--- src/hdl/nps_pkg.sv ---
package nps_pkg;

  localparam int unsigned COORD_W = 16;
  localparam int unsigned DIST_W  = 16;
  localparam int unsigned CNT_W   = 5;
  localparam int unsigned RANK_W  = 2;
  localparam int unsigned ID_W    = 4;
  localparam int unsigned SQ_W    = 33;

  localparam logic CMD_WRITE = 1'b0;
  localparam logic CMD_QUERY = 1'b1;

  localparam logic REG_POINTS_IN_USE  = 1'b0;
  localparam logic REG_DISTANCE_LIMIT = 1'b1;

  typedef struct packed {
    logic load_query;
    logic write_entry;
    logic rd_point;
    logic sq_start;
    logic sqrt_start;
    logic sqrt_step;
    logic collect;
    logic sort_init;
    logic sort_rd_i;
    logic sort_rd_j;
    logic sort_cmp;
    logic emit;
    logic emit_none;
  } nps_cmd_t;

  typedef struct packed {
    logic sqrt_done;
    logic in_range;
  } nps_stat_t;

endpackage

--- src/hdl/nearest_point_selector_core.sv ---
// Operation: a table write completes at the edge that accepts it and never raises busy.
// A query handles each point in use in turn (table read, difference, square, bit-serial
// root, compare), then sorts by selection with a read and a write-back per rank and a
// read and a compare per compared pair. Each result appears the cycle after its rank
// settles; busy drops in the cycle after the last result. No new item is taken while busy.
// Reset clears the controller and sets 16 points and limit 16384; results cannot stall.
module nearest_point_selector_core #(
  parameter int unsigned MAX_POINTS   = 16,
  parameter int unsigned MAX_SELECTED = 4
) (
  input  logic        clk,
  input  logic        rst,
  input  logic        start,
  output logic        busy,
  input  logic        command,
  input  logic [3:0]  point_index,
  input  logic [15:0] pos_x,
  input  logic [15:0] pos_y,
  input  logic        cfg_we,
  input  logic        cfg_index,
  input  logic [15:0] cfg_data,
  output logic        result_valid,
  output logic        found,
  output logic [1:0]  rank,
  output logic [3:0]  point_id,
  output logic [15:0] distance,
  output logic [4:0]  in_range_count,
  output logic        last
);

  localparam int unsigned IDX_W = $clog2(MAX_POINTS);

  // Configuration registers; the point count used by the controller saturates at the table depth.
  logic [4:0]  points_in_use;
  logic [15:0] distance_limit;
  logic [IDX_W:0] n_use;

  nps_pkg::nps_cmd_t  cmd;
  nps_pkg::nps_stat_t stat;
  logic [IDX_W-1:0] pt_index, cnt_index, si, sj;
  logic found_c, last_c;
  logic [1:0] rank_c;
  logic [4:0] count_c;
  logic [IDX_W-1:0] wr_idx;
  logic wr_ok;

  always_ff @(posedge clk) begin
    if (rst) begin
      points_in_use  <= 5'd16;
      distance_limit <= 16'd16384;
    end else if (cfg_we) begin
      if (cfg_index == nps_pkg::REG_POINTS_IN_USE) points_in_use <= cfg_data[4:0];
      else distance_limit <= cfg_data;
    end
  end

  assign n_use = (32'(points_in_use) > MAX_POINTS) ? (IDX_W+1)'(MAX_POINTS)
                 : (IDX_W+1)'(points_in_use);

  // Writes beyond the table are dropped.
  assign wr_ok  = (32'(point_index) < MAX_POINTS);
  assign wr_idx = IDX_W'(point_index);

  nps_control #(.MAX_POINTS(MAX_POINTS), .MAX_SELECTED(MAX_SELECTED), .IDX_W(IDX_W)) u_ctrl (
    .clk(clk), .rst(rst), .start(start & (wr_ok | command)), .command(command),
    .n_use(n_use), .busy(busy), .cmd(cmd), .stat(stat), .pt_index(pt_index),
    .cnt_index(cnt_index), .si(si), .sj(sj), .found_o(found_c), .rank_o(rank_c),
    .count_o(count_c), .last_o(last_c)
  );

  nps_datapath #(.MAX_POINTS(MAX_POINTS), .IDX_W(IDX_W)) u_dp (
    .clk(clk), .rst(rst), .cmd(cmd), .stat(stat), .wr_index(wr_idx),
    .in_x(pos_x), .in_y(pos_y), .pt_index(pt_index), .cnt_index(cnt_index),
    .si(si), .sj(sj), .limit(distance_limit), .found_in(found_c), .rank_in(rank_c),
    .count_in(count_c), .last_in(last_c), .res_valid(result_valid), .found(found),
    .rank(rank), .point_id(point_id), .distance(distance),
    .in_range_count(in_range_count), .last(last)
  );

endmodule

--- src/hdl/nps_datapath.sv ---
module nps_datapath #(
  parameter int unsigned MAX_POINTS = 16,
  parameter int unsigned IDX_W      = 4
) (
  input  logic                       clk,
  input  logic                       rst,
  input  nps_pkg::nps_cmd_t          cmd,
  output nps_pkg::nps_stat_t         stat,
  input  logic [IDX_W-1:0]           wr_index,
  input  logic [nps_pkg::COORD_W-1:0] in_x,
  input  logic [nps_pkg::COORD_W-1:0] in_y,
  input  logic [IDX_W-1:0]           pt_index,
  input  logic [IDX_W-1:0]           cnt_index,
  input  logic [IDX_W-1:0]           si,
  input  logic [IDX_W-1:0]           sj,
  input  logic [nps_pkg::DIST_W-1:0] limit,
  input  logic                       found_in,
  input  logic [nps_pkg::RANK_W-1:0] rank_in,
  input  logic [nps_pkg::CNT_W-1:0]  count_in,
  input  logic                       last_in,
  output logic                       res_valid,
  output logic                       found,
  output logic [nps_pkg::RANK_W-1:0] rank,
  output logic [nps_pkg::ID_W-1:0]   point_id,
  output logic [nps_pkg::DIST_W-1:0] distance,
  output logic [nps_pkg::CNT_W-1:0]  in_range_count,
  output logic                       last
);

  logic [nps_pkg::COORD_W-1:0] mem_x [MAX_POINTS];
  logic [nps_pkg::COORD_W-1:0] mem_y [MAX_POINTS];
  logic [nps_pkg::DIST_W-1:0]  mem_d [MAX_POINTS];
  logic [IDX_W-1:0]            mem_i [MAX_POINTS];

  logic [nps_pkg::COORD_W-1:0] qx, qy, px, py;
  logic [nps_pkg::COORD_W-1:0] dx, dy;
  logic [2*nps_pkg::COORD_W-1:0] sq_x, sq_y;
  logic [nps_pkg::SQ_W-1:0]    rem;
  logic [nps_pkg::SQ_W-1:0]    root;
  logic [nps_pkg::SQ_W-1:0]    bitv;
  logic [nps_pkg::SQ_W-1:0]    trial;
  logic [nps_pkg::DIST_W-1:0]  dist_sat;
  logic [nps_pkg::DIST_W-1:0]  best_d, cand_d;
  logic [IDX_W-1:0]            best_i, cand_i;

  assign sq_x  = dx * dx;
  assign sq_y  = dy * dy;
  assign trial = root + bitv;
  assign dist_sat = (root[nps_pkg::SQ_W-1:nps_pkg::DIST_W] != '0) ? '1
                    : root[nps_pkg::DIST_W-1:0];
  assign stat = '{sqrt_done: (bitv == '0), in_range: (dist_sat < limit)};

  always_ff @(posedge clk) begin
    if (cmd.load_query) begin
      qx <= in_x;
      qy <= in_y;
    end
    if (cmd.write_entry) begin
      mem_x[wr_index] <= in_x;
      mem_y[wr_index] <= in_y;
    end
    if (cmd.rd_point) begin
      px <= mem_x[pt_index];
      py <= mem_y[pt_index];
    end
    if (cmd.sq_start) begin
      dx <= (qx > px) ? qx - px : px - qx;
      dy <= (qy > py) ? qy - py : py - qy;
    end
    // Two 16x16 squares are summed; the root starts at the top power of four.
    if (cmd.sqrt_start) begin
      rem  <= {1'b0, sq_x} + {1'b0, sq_y};
      root <= '0;
      bitv <= {1'b1, {(nps_pkg::SQ_W-1){1'b0}}};
    end else if (cmd.sqrt_step) begin
      if (rem >= trial) begin
        rem  <= rem - trial;
        root <= (root >> 1) + bitv;
      end else begin
        root <= root >> 1;
      end
      bitv <= bitv >> 2;
    end
    if (cmd.collect) begin
      mem_d[cnt_index] <= dist_sat;
      mem_i[cnt_index] <= pt_index;
    end
    if (cmd.sort_rd_i) begin
      best_d <= mem_d[si];
      best_i <= mem_i[si];
    end
    if (cmd.sort_rd_j) begin
      cand_d <= mem_d[sj];
      cand_i <= mem_i[sj];
    end
    if (cmd.sort_cmp && (cand_d < best_d)) begin
      mem_d[sj] <= best_d;
      mem_i[sj] <= best_i;
      best_d    <= cand_d;
      best_i    <= cand_i;
    end
    if (cmd.sort_init) begin
      mem_d[si] <= best_d;
      mem_i[si] <= best_i;
    end
  end

  always_ff @(posedge clk) begin
    if (rst) begin
      res_valid <= 1'b0;
    end else begin
      res_valid <= cmd.emit | cmd.emit_none;
    end
    found          <= found_in;
    rank           <= rank_in;
    in_range_count <= count_in;
    last           <= last_in;
    point_id       <= cmd.emit_none ? '0 : nps_pkg::ID_W'(best_i);
    distance       <= cmd.emit_none ? '0 : best_d;
  end

endmodule

--- src/hdl/nps_control.sv ---
module nps_control #(
  parameter int unsigned MAX_POINTS   = 16,
  parameter int unsigned MAX_SELECTED = 4,
  parameter int unsigned IDX_W        = 4
) (
  input  logic                       clk,
  input  logic                       rst,
  input  logic                       start,
  input  logic                       command,
  input  logic [IDX_W:0]             n_use,
  output logic                       busy,
  output nps_pkg::nps_cmd_t          cmd,
  input  nps_pkg::nps_stat_t         stat,
  output logic [IDX_W-1:0]           pt_index,
  output logic [IDX_W-1:0]           cnt_index,
  output logic [IDX_W-1:0]           si,
  output logic [IDX_W-1:0]           sj,
  output logic                       found_o,
  output logic [nps_pkg::RANK_W-1:0] rank_o,
  output logic [nps_pkg::CNT_W-1:0]  count_o,
  output logic                       last_o
);

  localparam logic [3:0] S_IDLE  = 4'd0;
  localparam logic [3:0] S_RDPT  = 4'd1;
  localparam logic [3:0] S_DIFF  = 4'd2;
  localparam logic [3:0] S_SQ    = 4'd3;
  localparam logic [3:0] S_ROOT  = 4'd4;
  localparam logic [3:0] S_KEEP  = 4'd5;
  localparam logic [3:0] S_RDI   = 4'd6;
  localparam logic [3:0] S_RDJ   = 4'd7;
  localparam logic [3:0] S_CMP   = 4'd8;
  localparam logic [3:0] S_PUT   = 4'd9;
  localparam logic [3:0] S_NONE  = 4'd10;
  localparam logic [3:0] S_WAIT  = 4'd11;

  logic [3:0]   state;
  logic [IDX_W:0] pt, cnt, i_r, j_r, sel;

  assign busy      = (state != S_IDLE);
  assign pt_index  = pt[IDX_W-1:0];
  assign cnt_index = cnt[IDX_W-1:0];
  assign si        = i_r[IDX_W-1:0];
  assign sj        = j_r[IDX_W-1:0];
  assign sel       = (cnt < (IDX_W+1)'(MAX_SELECTED)) ? cnt : (IDX_W+1)'(MAX_SELECTED);

  always_comb begin
    cmd = '0;
    cmd.load_query  = (state == S_IDLE) && start;
    cmd.write_entry = (state == S_IDLE) && start && (command == nps_pkg::CMD_WRITE);
    cmd.rd_point    = (state == S_RDPT);
    cmd.sq_start    = (state == S_DIFF);
    cmd.sqrt_start  = (state == S_SQ);
    cmd.sqrt_step   = (state == S_ROOT) && !stat.sqrt_done;
    cmd.collect     = (state == S_KEEP) && stat.in_range;
    cmd.sort_rd_i   = (state == S_RDI);
    cmd.sort_rd_j   = (state == S_RDJ);
    cmd.sort_cmp    = (state == S_CMP);
    cmd.sort_init   = (state == S_PUT);
    cmd.emit        = (state == S_PUT);
    cmd.emit_none   = (state == S_NONE);
  end

  always_comb begin
    found_o = (state == S_PUT);
    rank_o  = (state == S_PUT) ? nps_pkg::RANK_W'(i_r) : '0;
    count_o = (state == S_PUT) ? nps_pkg::CNT_W'(cnt) : '0;
    last_o  = (state == S_NONE) || ((i_r + 1'b1) == sel);
  end

  always_ff @(posedge clk) begin
    if (rst) begin
      state <= S_IDLE;
      pt <= '0;
      cnt <= '0;
      i_r <= '0;
      j_r <= '0;
    end else begin
      case (state)
        S_IDLE: begin
          if (start && (command == nps_pkg::CMD_QUERY)) begin
            pt  <= '0;
            cnt <= '0;
            state <= (n_use == '0) ? S_NONE : S_RDPT;
          end
        end
        S_RDPT: state <= S_DIFF;
        S_DIFF: state <= S_SQ;
        S_SQ:   state <= S_ROOT;
        S_ROOT: if (stat.sqrt_done) state <= S_KEEP;
        S_KEEP: begin
          if (stat.in_range) cnt <= cnt + 1'b1;
          if ((pt + 1'b1) == n_use) begin
            i_r <= '0;
            state <= (stat.in_range || cnt != '0) ? S_RDI : S_NONE;
          end else begin
            pt <= pt + 1'b1;
            state <= S_RDPT;
          end
        end
        S_RDI: begin
          j_r <= i_r + 1'b1;
          state <= ((i_r + 1'b1) < cnt) ? S_RDJ : S_PUT;
        end
        S_RDJ: state <= S_CMP;
        S_CMP: begin
          j_r <= j_r + 1'b1;
          state <= ((j_r + 1'b1) < cnt) ? S_RDJ : S_PUT;
        end
        S_PUT: begin
          i_r <= i_r + 1'b1;
          state <= ((i_r + 1'b1) == sel) ? S_WAIT : S_RDI;
        end
        S_NONE: state <= S_WAIT;
        S_WAIT: state <= S_IDLE;
        default: state <= S_IDLE;
      endcase
    end
  end

endmodule

--- config.mk ---
export PLATFORM = sky130hd
export DESIGN_NAME = nearest_point_selector_core
export DESIGN_NICKNAME = d
export VERILOG_FILES = /design/src/hdl/nps_pkg.sv /design/src/hdl/nearest_point_selector_core.sv /design/src/hdl/nps_datapath.sv /design/src/hdl/nps_control.sv
export SDC_FILE = /design/constraint.sdc
export NUM_CORES = 2
export LEC_CHECK = 0
export BUFFER_PORTS_ARGS = -buffer_cell sky130_fd_sc_hd__buf_2
export CAP_MARGIN = 20
export CELL_PAD_IN_SITES_DETAIL_PLACEMENT = 0
export CELL_PAD_IN_SITES_GLOBAL_PLACEMENT = 2
export CORE_ASPECT_RATIO = 0.6
export CORE_MARGIN = 2
export CORE_UTILIZATION = 45
export CTS_CLUSTER_DIAMETER = 200
export DETAILED_ROUTE_END_ITERATION = 16
export HOLD_SLACK_MARGIN = 0.06
export PLACE_DENSITY_LB_ADDON = 0.05
export RECOVER_POWER = 25
export SYNTH_ARGS = -nofsm -noshare
export SYNTH_HDL_FRONTEND = slang
export SYNTH_SLANG_ARGS = --single-unit
--- constraint.sdc ---
create_clock -name clk -period 8.2 [get_ports clk]
set_input_delay 1.23 -clock clk [delete_from_list [all_inputs] [get_ports clk]]
set_output_delay 1.23 -clock clk [all_outputs]
set_load 0.1 [all_outputs]
# Yosys cells after proc, flatten, opt, wreduce, memory -nomap -nowiden

Memories as Yosys holds them, arrays and structs flattened. A register that Yosys moved wholly into a read port is not among the register bits.
Cells that the tools add are included.

Latch bits: 0
RAM bits: 832
Flip-flop bits (word level): 242
Memories kept: 4
Memory bits (read-only): 0
Logic and storage cells: 156
Output and inout bits: 31
Input port bits: 58

Bitwise logic cells: 3
Order comparisons: 9
Divide/modulo/power cells: 0
Equal/unequal tests: 17
$mul: 2
$add $sub $neg: 12
Reductions and logical operators: 32
Muxes and demuxes: 54
Shift operators: 0

Memory list:

| memory     | depth | bits a word | read ports | clocked after memory_dff | write ports | RTL line           | RTL |
|---|---|---|---|---|---|---|---|
| u_dp.mem_d | 16    | 16          | 2          | 2                        | 1           | nps_datapath.sv:32 | `logic [nps_pkg::DIST_W-1:0] mem_d [MAX_POINTS];` |
| u_dp.mem_x | 16    | 16          | 1          | 1                        | 1           | nps_datapath.sv:30 | `logic [nps_pkg::COORD_W-1:0] mem_x [MAX_POINTS];` |
| u_dp.mem_y | 16    | 16          | 1          | 1                        | 1           | nps_datapath.sv:31 | `logic [nps_pkg::COORD_W-1:0] mem_y [MAX_POINTS];` |
| u_dp.mem_i | 16    | 4           | 2          | 2                        | 1           | nps_datapath.sv:33 | `logic [IDX_W-1:0] mem_i [MAX_POINTS];` |

Operator list:

| operator                                       | number |
|---|---|
| two-way mux 33 bit                             | 4 |
| two-way mux 16 bit                             | 7 |
| two-way mux 4 bit                              | 20 |
| multiplier 16 x 16 -> 32 bit                   | 2 |
| subtractor 16 bit                              | 4 |
| case mux 4 bit (11 select lines)               | 1 |
| case mux 5 bit (2 select lines)                | 4 |
| adder 32 x 32 -> 33 bit                        | 1 |
| adder 32 x 33 -> 33 bit                        | 1 |
| adder 33 bit                                   | 1 |
| >= comparator 33 bit                           | 1 |
| logical NOT 33 bit                             | 1 |
| subtractor 33 bit                              | 1 |
| greater-than comparator 16 bit                 | 2 |
| < comparator 16 bit                            | 2 |
| OR reduction 16 bit                            | 2 |
| two-way mux 5 bit                              | 6 |
| adder 5 x 1 -> 5 bit (second input constant)   | 4 |
| nonzero test 17 bit                            | 1 |
| == test 4 x 3 -> 1 bit (second input constant) | 4 |
| == test 4 bit (second input constant)          | 3 |
| two-way mux 1 bit                              | 12 |
| nonzero test 2 bit                             | 6 |
| == test 5 bit                                  | 2 |
| other kinds (19)                               | 37 |

# Depth between registers and ports, before layout

Word-level depth: 8
Mapped depth: 29
Gate-level depth less buffers: 26

# Cells and area by module

A second synthesis with hierarchy kept.

Cell total of the unflattened synthesis: 5305
Area, all modules: 71572.4 µm²

Modules (own cells, without submodules):

| module                      | cells an instance | instances | area each (µm²) | seq. area each (µm²) |
|---|---|---|---|---|
| nps_datapath                | 4952              | 1         | 68650.8         | 31660.4 |
| nps_control                 | 258               | 1         | 1925.6          | 480.5 |
| nearest_point_selector_core | 95                | 1         | 996.0           | 420.4 |

# Worst setup path before layout

OpenSTA, ideal clock, no wires.

Path type: reg-to-reg
Start: register u_dp.dy[4] (netlist bit)
End: register u_dp.rem[25] (netlist bit), data pin
Data arrival time: 6925 ps
Stages on the path, launching flop included: 26
Clock period less this slack: 7195 ps
Data required time: 7930 ps
Setup slack: 1005 ps
Library setup time: 270 ps
Buffers on the path: 3
Cells stage by stage: edfxtp_1 -> clkbuf_1 -> clkbuf_1 -> nand2_1 -> fa_1 -> inv_1 -> fa_1 -> fa_1 -> fa_1 -> fa_1 -> fa_1 -> fa_1 -> inv_1 -> fa_1 -> inv_1 -> ha_1 -> clkbuf_1 -> a2111oi_0 -> o21ai_0 -> o21a_1 -> a21o_1 -> o21a_1 -> o21a_1 -> or3_1 -> nand3_1 -> a21oi_1

Longest elaborated chain between the ends: 3

RTL lines:

| what                         | RTL line           | RTL |
|---|---|---|
| start, declared              | nps_datapath.sv:36 | `logic [nps_pkg::COORD_W-1:0] dx, dy;` |
| start signal, assigned       | nps_datapath.sv:68 | `dy <= (qy > py) ? qy - py : py - qy;` |
| multiplier 16 x 16 -> 32 bit | nps_datapath.sv:47 | `assign sq_y = dy * dy;` |
| adder 32 x 32 -> 33 bit      | nps_datapath.sv:72 | `rem <= {1'b0, sq_x} + {1'b0, sq_y};` |
| two-way mux 33 bit           | nps_datapath.sv:71 | `if (cmd.sqrt_start) begin` |
| end signal, assigned         | nps_datapath.sv:72 |  |
| end signal, assigned         | nps_datapath.sv:77 | `rem <= rem - trial;` |
| end, declared                | nps_datapath.sv:38 | `logic [nps_pkg::SQ_W-1:0] rem;` |

Every way passes these cells.
A chain may end at the register's enable or synchronous reset.

# Worst setup path after layout

Start: register u_dp.dx[9] (netlist bit)
End: register u_dp.rem[25] (netlist bit), data pin

Longest elaborated chain between the ends: 3

RTL lines:

| what                         | RTL line           | RTL |
|---|---|---|
| start, declared              | nps_datapath.sv:36 |  |
| start signal, assigned       | nps_datapath.sv:67 | `dx <= (qx > px) ? qx - px : px - qx;` |
| multiplier 16 x 16 -> 32 bit | nps_datapath.sv:46 | `assign sq_x = dx * dx;` |
| adder 32 x 32 -> 33 bit      | nps_datapath.sv:72 |  |
| two-way mux 33 bit           | nps_datapath.sv:71 |  |

Every way passes these cells.

==> results.json <==
{
  "status": "finished, final reports clean",
  "crit_required_ps": 8650,
  "r2r-start": "u_dp.dx[9]",
  "ys_async_sr_fraction_pct": 0,
  "synth.distinct_cells": 83,
  "startpoint_type": "register",
  "grt_pass1_vias": 40100,
  "clk_path_buf_depth": 3,
  "slew_headroom_pct": 20.9,
  "place_congestion": 0.864,
  "syn_area_per_cell_um2": 13.7,
  "worstPathMaxFanout": 15,
  "worst_pin_slew_ps": 1180,
  "initial_core_util_pct": 45.5,
  "io-pin-count": 89,
  "fp.dieW_um": 503,
  "dp_hpwl_mm": 128,
  "grt_use_met3_pct": 7.32,
  "grt_overflow": 0,
  "synth_nets": 5724,
  "setup_violations": 0,
  "route.detailed.drc": 0,
  "yosysSeqAreaShare_pct": 48.6,
  "first_iter_violations": 3704,
  "synth_cells": 4904,
  "post-route-min-period_ps": 7740,
  "wirelength_mm": 185,
  "busiest_layer": "met1",
  "reg2reg_depth": 24,
  "netlist.area_leader.share_pct": 44.7,
  "worstHoldPathType": "register to register",
  "slew_violations": 0,
  "max_cap_viol_count": 0,
  "yosys.area.top_type": "edfxtp_1",
  "drtAntennaViolNets": 0,
  "grt_use_total_pct": 24.6,
  "setup_ws_ps": 456,
  "synth_edf_count": 1001,
  "dr.pass1.iters": 7,
  "grt_max_degree": 70,
  "layout.nets": 5854,
  "grtUsageMet1_pct": 40.3,
  "cp.arrival_ps": 8200,
  "path_clk_slew_ps": 60,
  "rows": 109,
  "area.growth.synth_to_final_pct": 10.5,
  "finalSetupTns_ps": 0,
  "antenna_found_initial": 23,
  "die_h_um": 303,
  "grt_first_pass_wirelength_mm": 274,
  "yosys_warnings": 0,
  "core_area_um2": 148000,
  "port_buffers": 88,
  "drive_above_1_share_pct": 16.5,
  "rsz0062_at_grt": "no",
  "critPathCaptureType": "register",
  "crit_start": "u_dp.dx[9]",
  "cp_cell_sequence": "inv_1 > ha_1 > xnor2_1 > fa_1 > fa_1 > inv_1 > fa_1 > inv_1 > fa_1 > fa_1 > fa_1 > inv_1 > fa_1 > inv_1 > ha_1 > a2111oi_0 > o21ai_0 > o21a_1 > a21o_1 > o21a_1 > o21a_1 > or3_1 > nand3_1 > a21oi_1",
  "fillers": 12800,
  "r2r_setup_slack_ps": 460,
  "ctsRootBufferMaster": "clkbuf_16",
  "skew_ps": 93.0,
  "htree_num_levels": 3,
  "pre_cts_slack_ps": 139,
  "syn-cell-area_um2": 67200,
  "setup.worst_path.end": "u_dp.rem[25]",
  "r2r_end": "u_dp.rem[25]",
  "crit_cells": 24,
  "gr-usage-met2_pct": 32.1,
  "hold_buffers": 0,
  "vias_per_cell": 5.67,
  "cp_slowest_cell": "edfxtp_1",
  "clk_latency_ps": 760,
  "cts_tree": "done",
  "ys_ff_latch": 1130,
  "critPathTopFamily": "adder cells",
  "synthTopCellsByArea": "edfxtp_1 (45%), mux4_2 (12%), fa_1 (12%), ha_1 (7.0%), dfxtp_1 (3.8%)",
  "fmax_mhz": 129,
  "cp_common_cell": "fa_1",
  "synth_flop_cell": "edfxtp_1",
  "slowest_delay_ps": 760,
  "cts_buffers": 108,
  "num_vias": 40400,
  "die-area_um2": 153000,
  "crit_type": "register to register",
  "wl_per_cell_um": 26.0,
  "finalCritPeriodShare_pct": 94.4,
  "path_buf_inv": 5,
  "hold_viol_final": 0,
  "clkSinkCount": 1130
}
==> area by class of cell <==
| class | instances | area, um2 | area share, % |
|---|---|---|---|
| clock inverters | 69 | 733 | 0.987 |
| diodes | 5 | 12.5 | 0.0169 |
| clock buffers | 131 | 2840 | 3.83 |
| well taps | 1998 | 2500 | 3.37 |
| multi-input cells | 2934 | 31700 | 42.6 |
| flip-flops and latches | 1130 | 32700 | 44.0 |
| inverters | 631 | 2370 | 3.20 |
| repair buffers | 229 | 1470 | 1.98 |
==> placed cells by master, fill, tap and decap left out, types with 15 or more instances in the layout <==
master,instances
fa_1,387
nor3_1,36
or3_1,18
a31o_2,16
clkinv_2,19
o21bai_1,18
clkinv_1,23
ha_1,375
mux2i_1,37
and3_1,18
a211oi_1,45
clkbuf_16,109
a21oi_1,160
clkbuf_1,51
nor4_1,15
mux2_2,33
and2_1,132
xnor2_1,84
nor3_2,25
nand4_1,25
o21ai_0,116
o21a_1,25
nor2b_1,35
nand2b_1,36
mux4_2,360
a21o_1,66
a31oi_1,43
inv_1,628
nand2_1,324
nor2_1,184
buf_2,57
xor2_1,80
dfxtp_1,118
nand3_1,52
buf_4,136
edfxtp_1,1001
==> worst min-delay path by stage <==
| stage | endpoint | cells past startpoint | start |
|---|---|---|---|
| 6_report | distance_limit[12] | 2 | distance_limit[12] |
| 5_1_grt | distance_limit[6] | 2 | distance_limit[6] |
| 4_1_cts | distance_limit[4] | 2 | distance_limit[4] |
| 3_5_place_dp | distance_limit[4] | 2 | distance_limit[4] |
| 3_3_place_gp | distance_limit[4] | 2 | distance_limit[4] |
| 2_1_floorplan | distance_limit[10] | 2 | distance_limit[10] |
==> cells by family after synthesis <==
logic type / share of synthesized area [%]
buffers and inverters: 4.74
AND/OR/NAND/NOR: 6.82
XOR/XNOR: 2.14
multiplexers: 13.2
flip-flops: 48.6
AO/OA/AOI/OAI: 6.08
adder cells (fa/ha/maj): 18.5
==> registers in the layout, summed over array words and instances (netlist names), 17 cells and up, named ones only <==
signal / cells
u_dp.mem_y: 256
u_dp.mem_x: 256
u_dp.mem_i: 64
u_dp.bitv: 17
u_dp.mem_d: 256
u_dp.root: 33
u_dp.rem: 33
==> synth_stat cells, types with 16 or more instances <==
| library cell | instances |
|---|---|
| a211oi_1 | 45 |
| a21o_1 | 66 |
| a21oi_1 | 160 |
| a31o_2 | 16 |
| a31oi_1 | 43 |
| and2_1 | 132 |
| and3_1 | 18 |
| buf_1 | 37 |
| clkbuf_1 | 157 |
| dfxtp_1 | 129 |
| edfxtp_1 | 1001 |
| fa_1 | 387 |
| ha_1 | 375 |
| inv_1 | 629 |
| mux2_2 | 33 |
| mux2i_1 | 37 |
| mux4_2 | 360 |
| nand2_1 | 324 |
| nand2b_1 | 36 |
| nand3_1 | 52 |
| nand4_1 | 25 |
| nor2_1 | 198 |
| nor2b_1 | 35 |
| nor3_1 | 61 |
| o21a_1 | 26 |
| o21ai_0 | 121 |
| o21bai_1 | 18 |
| or3_1 | 19 |
| xnor2_1 | 84 |
| xor2_1 | 80 |
==> worst min-delay path, stage by stage, from the launching register on <==
cell	delay [ps]
dfxtp_1	310
nand2_1	50
a21oi_1	50
==> metal layers <==
layer	wire (um)	vias up
met5	91	-
met4	2700	14
met3	17200	177
met2	73100	1347
met1	92100	20800
li1	-	18100
==> what timing repair did <==
item	CTS	global route
buffers inserted	0	9
endpoints found under the setup margin	0	7
resized for setup	0	3
==> metrics by stage <==
| stage | hold slack, ps | std cells | cell area, um2 | util (%) |
|---|---|---|---|---|
| floorplan | 436 | 4904 | 67200 | - |
| global placement | 447 | 6906 | 70600 | 47.7 |
| detailed placement | 450 | 6909 | 70600 | 47.8 |
| CTS | 458 | 7109 | 74200 | 50.2 |
| global route | 475 | 7127 | 74300 | 50.2 |
| finish | 456 | 7127 | 74300 | 50.2 |
Power is not shown: default switching activity piles up to over one toggle a cycle in this logic, so the estimate is an artifact.
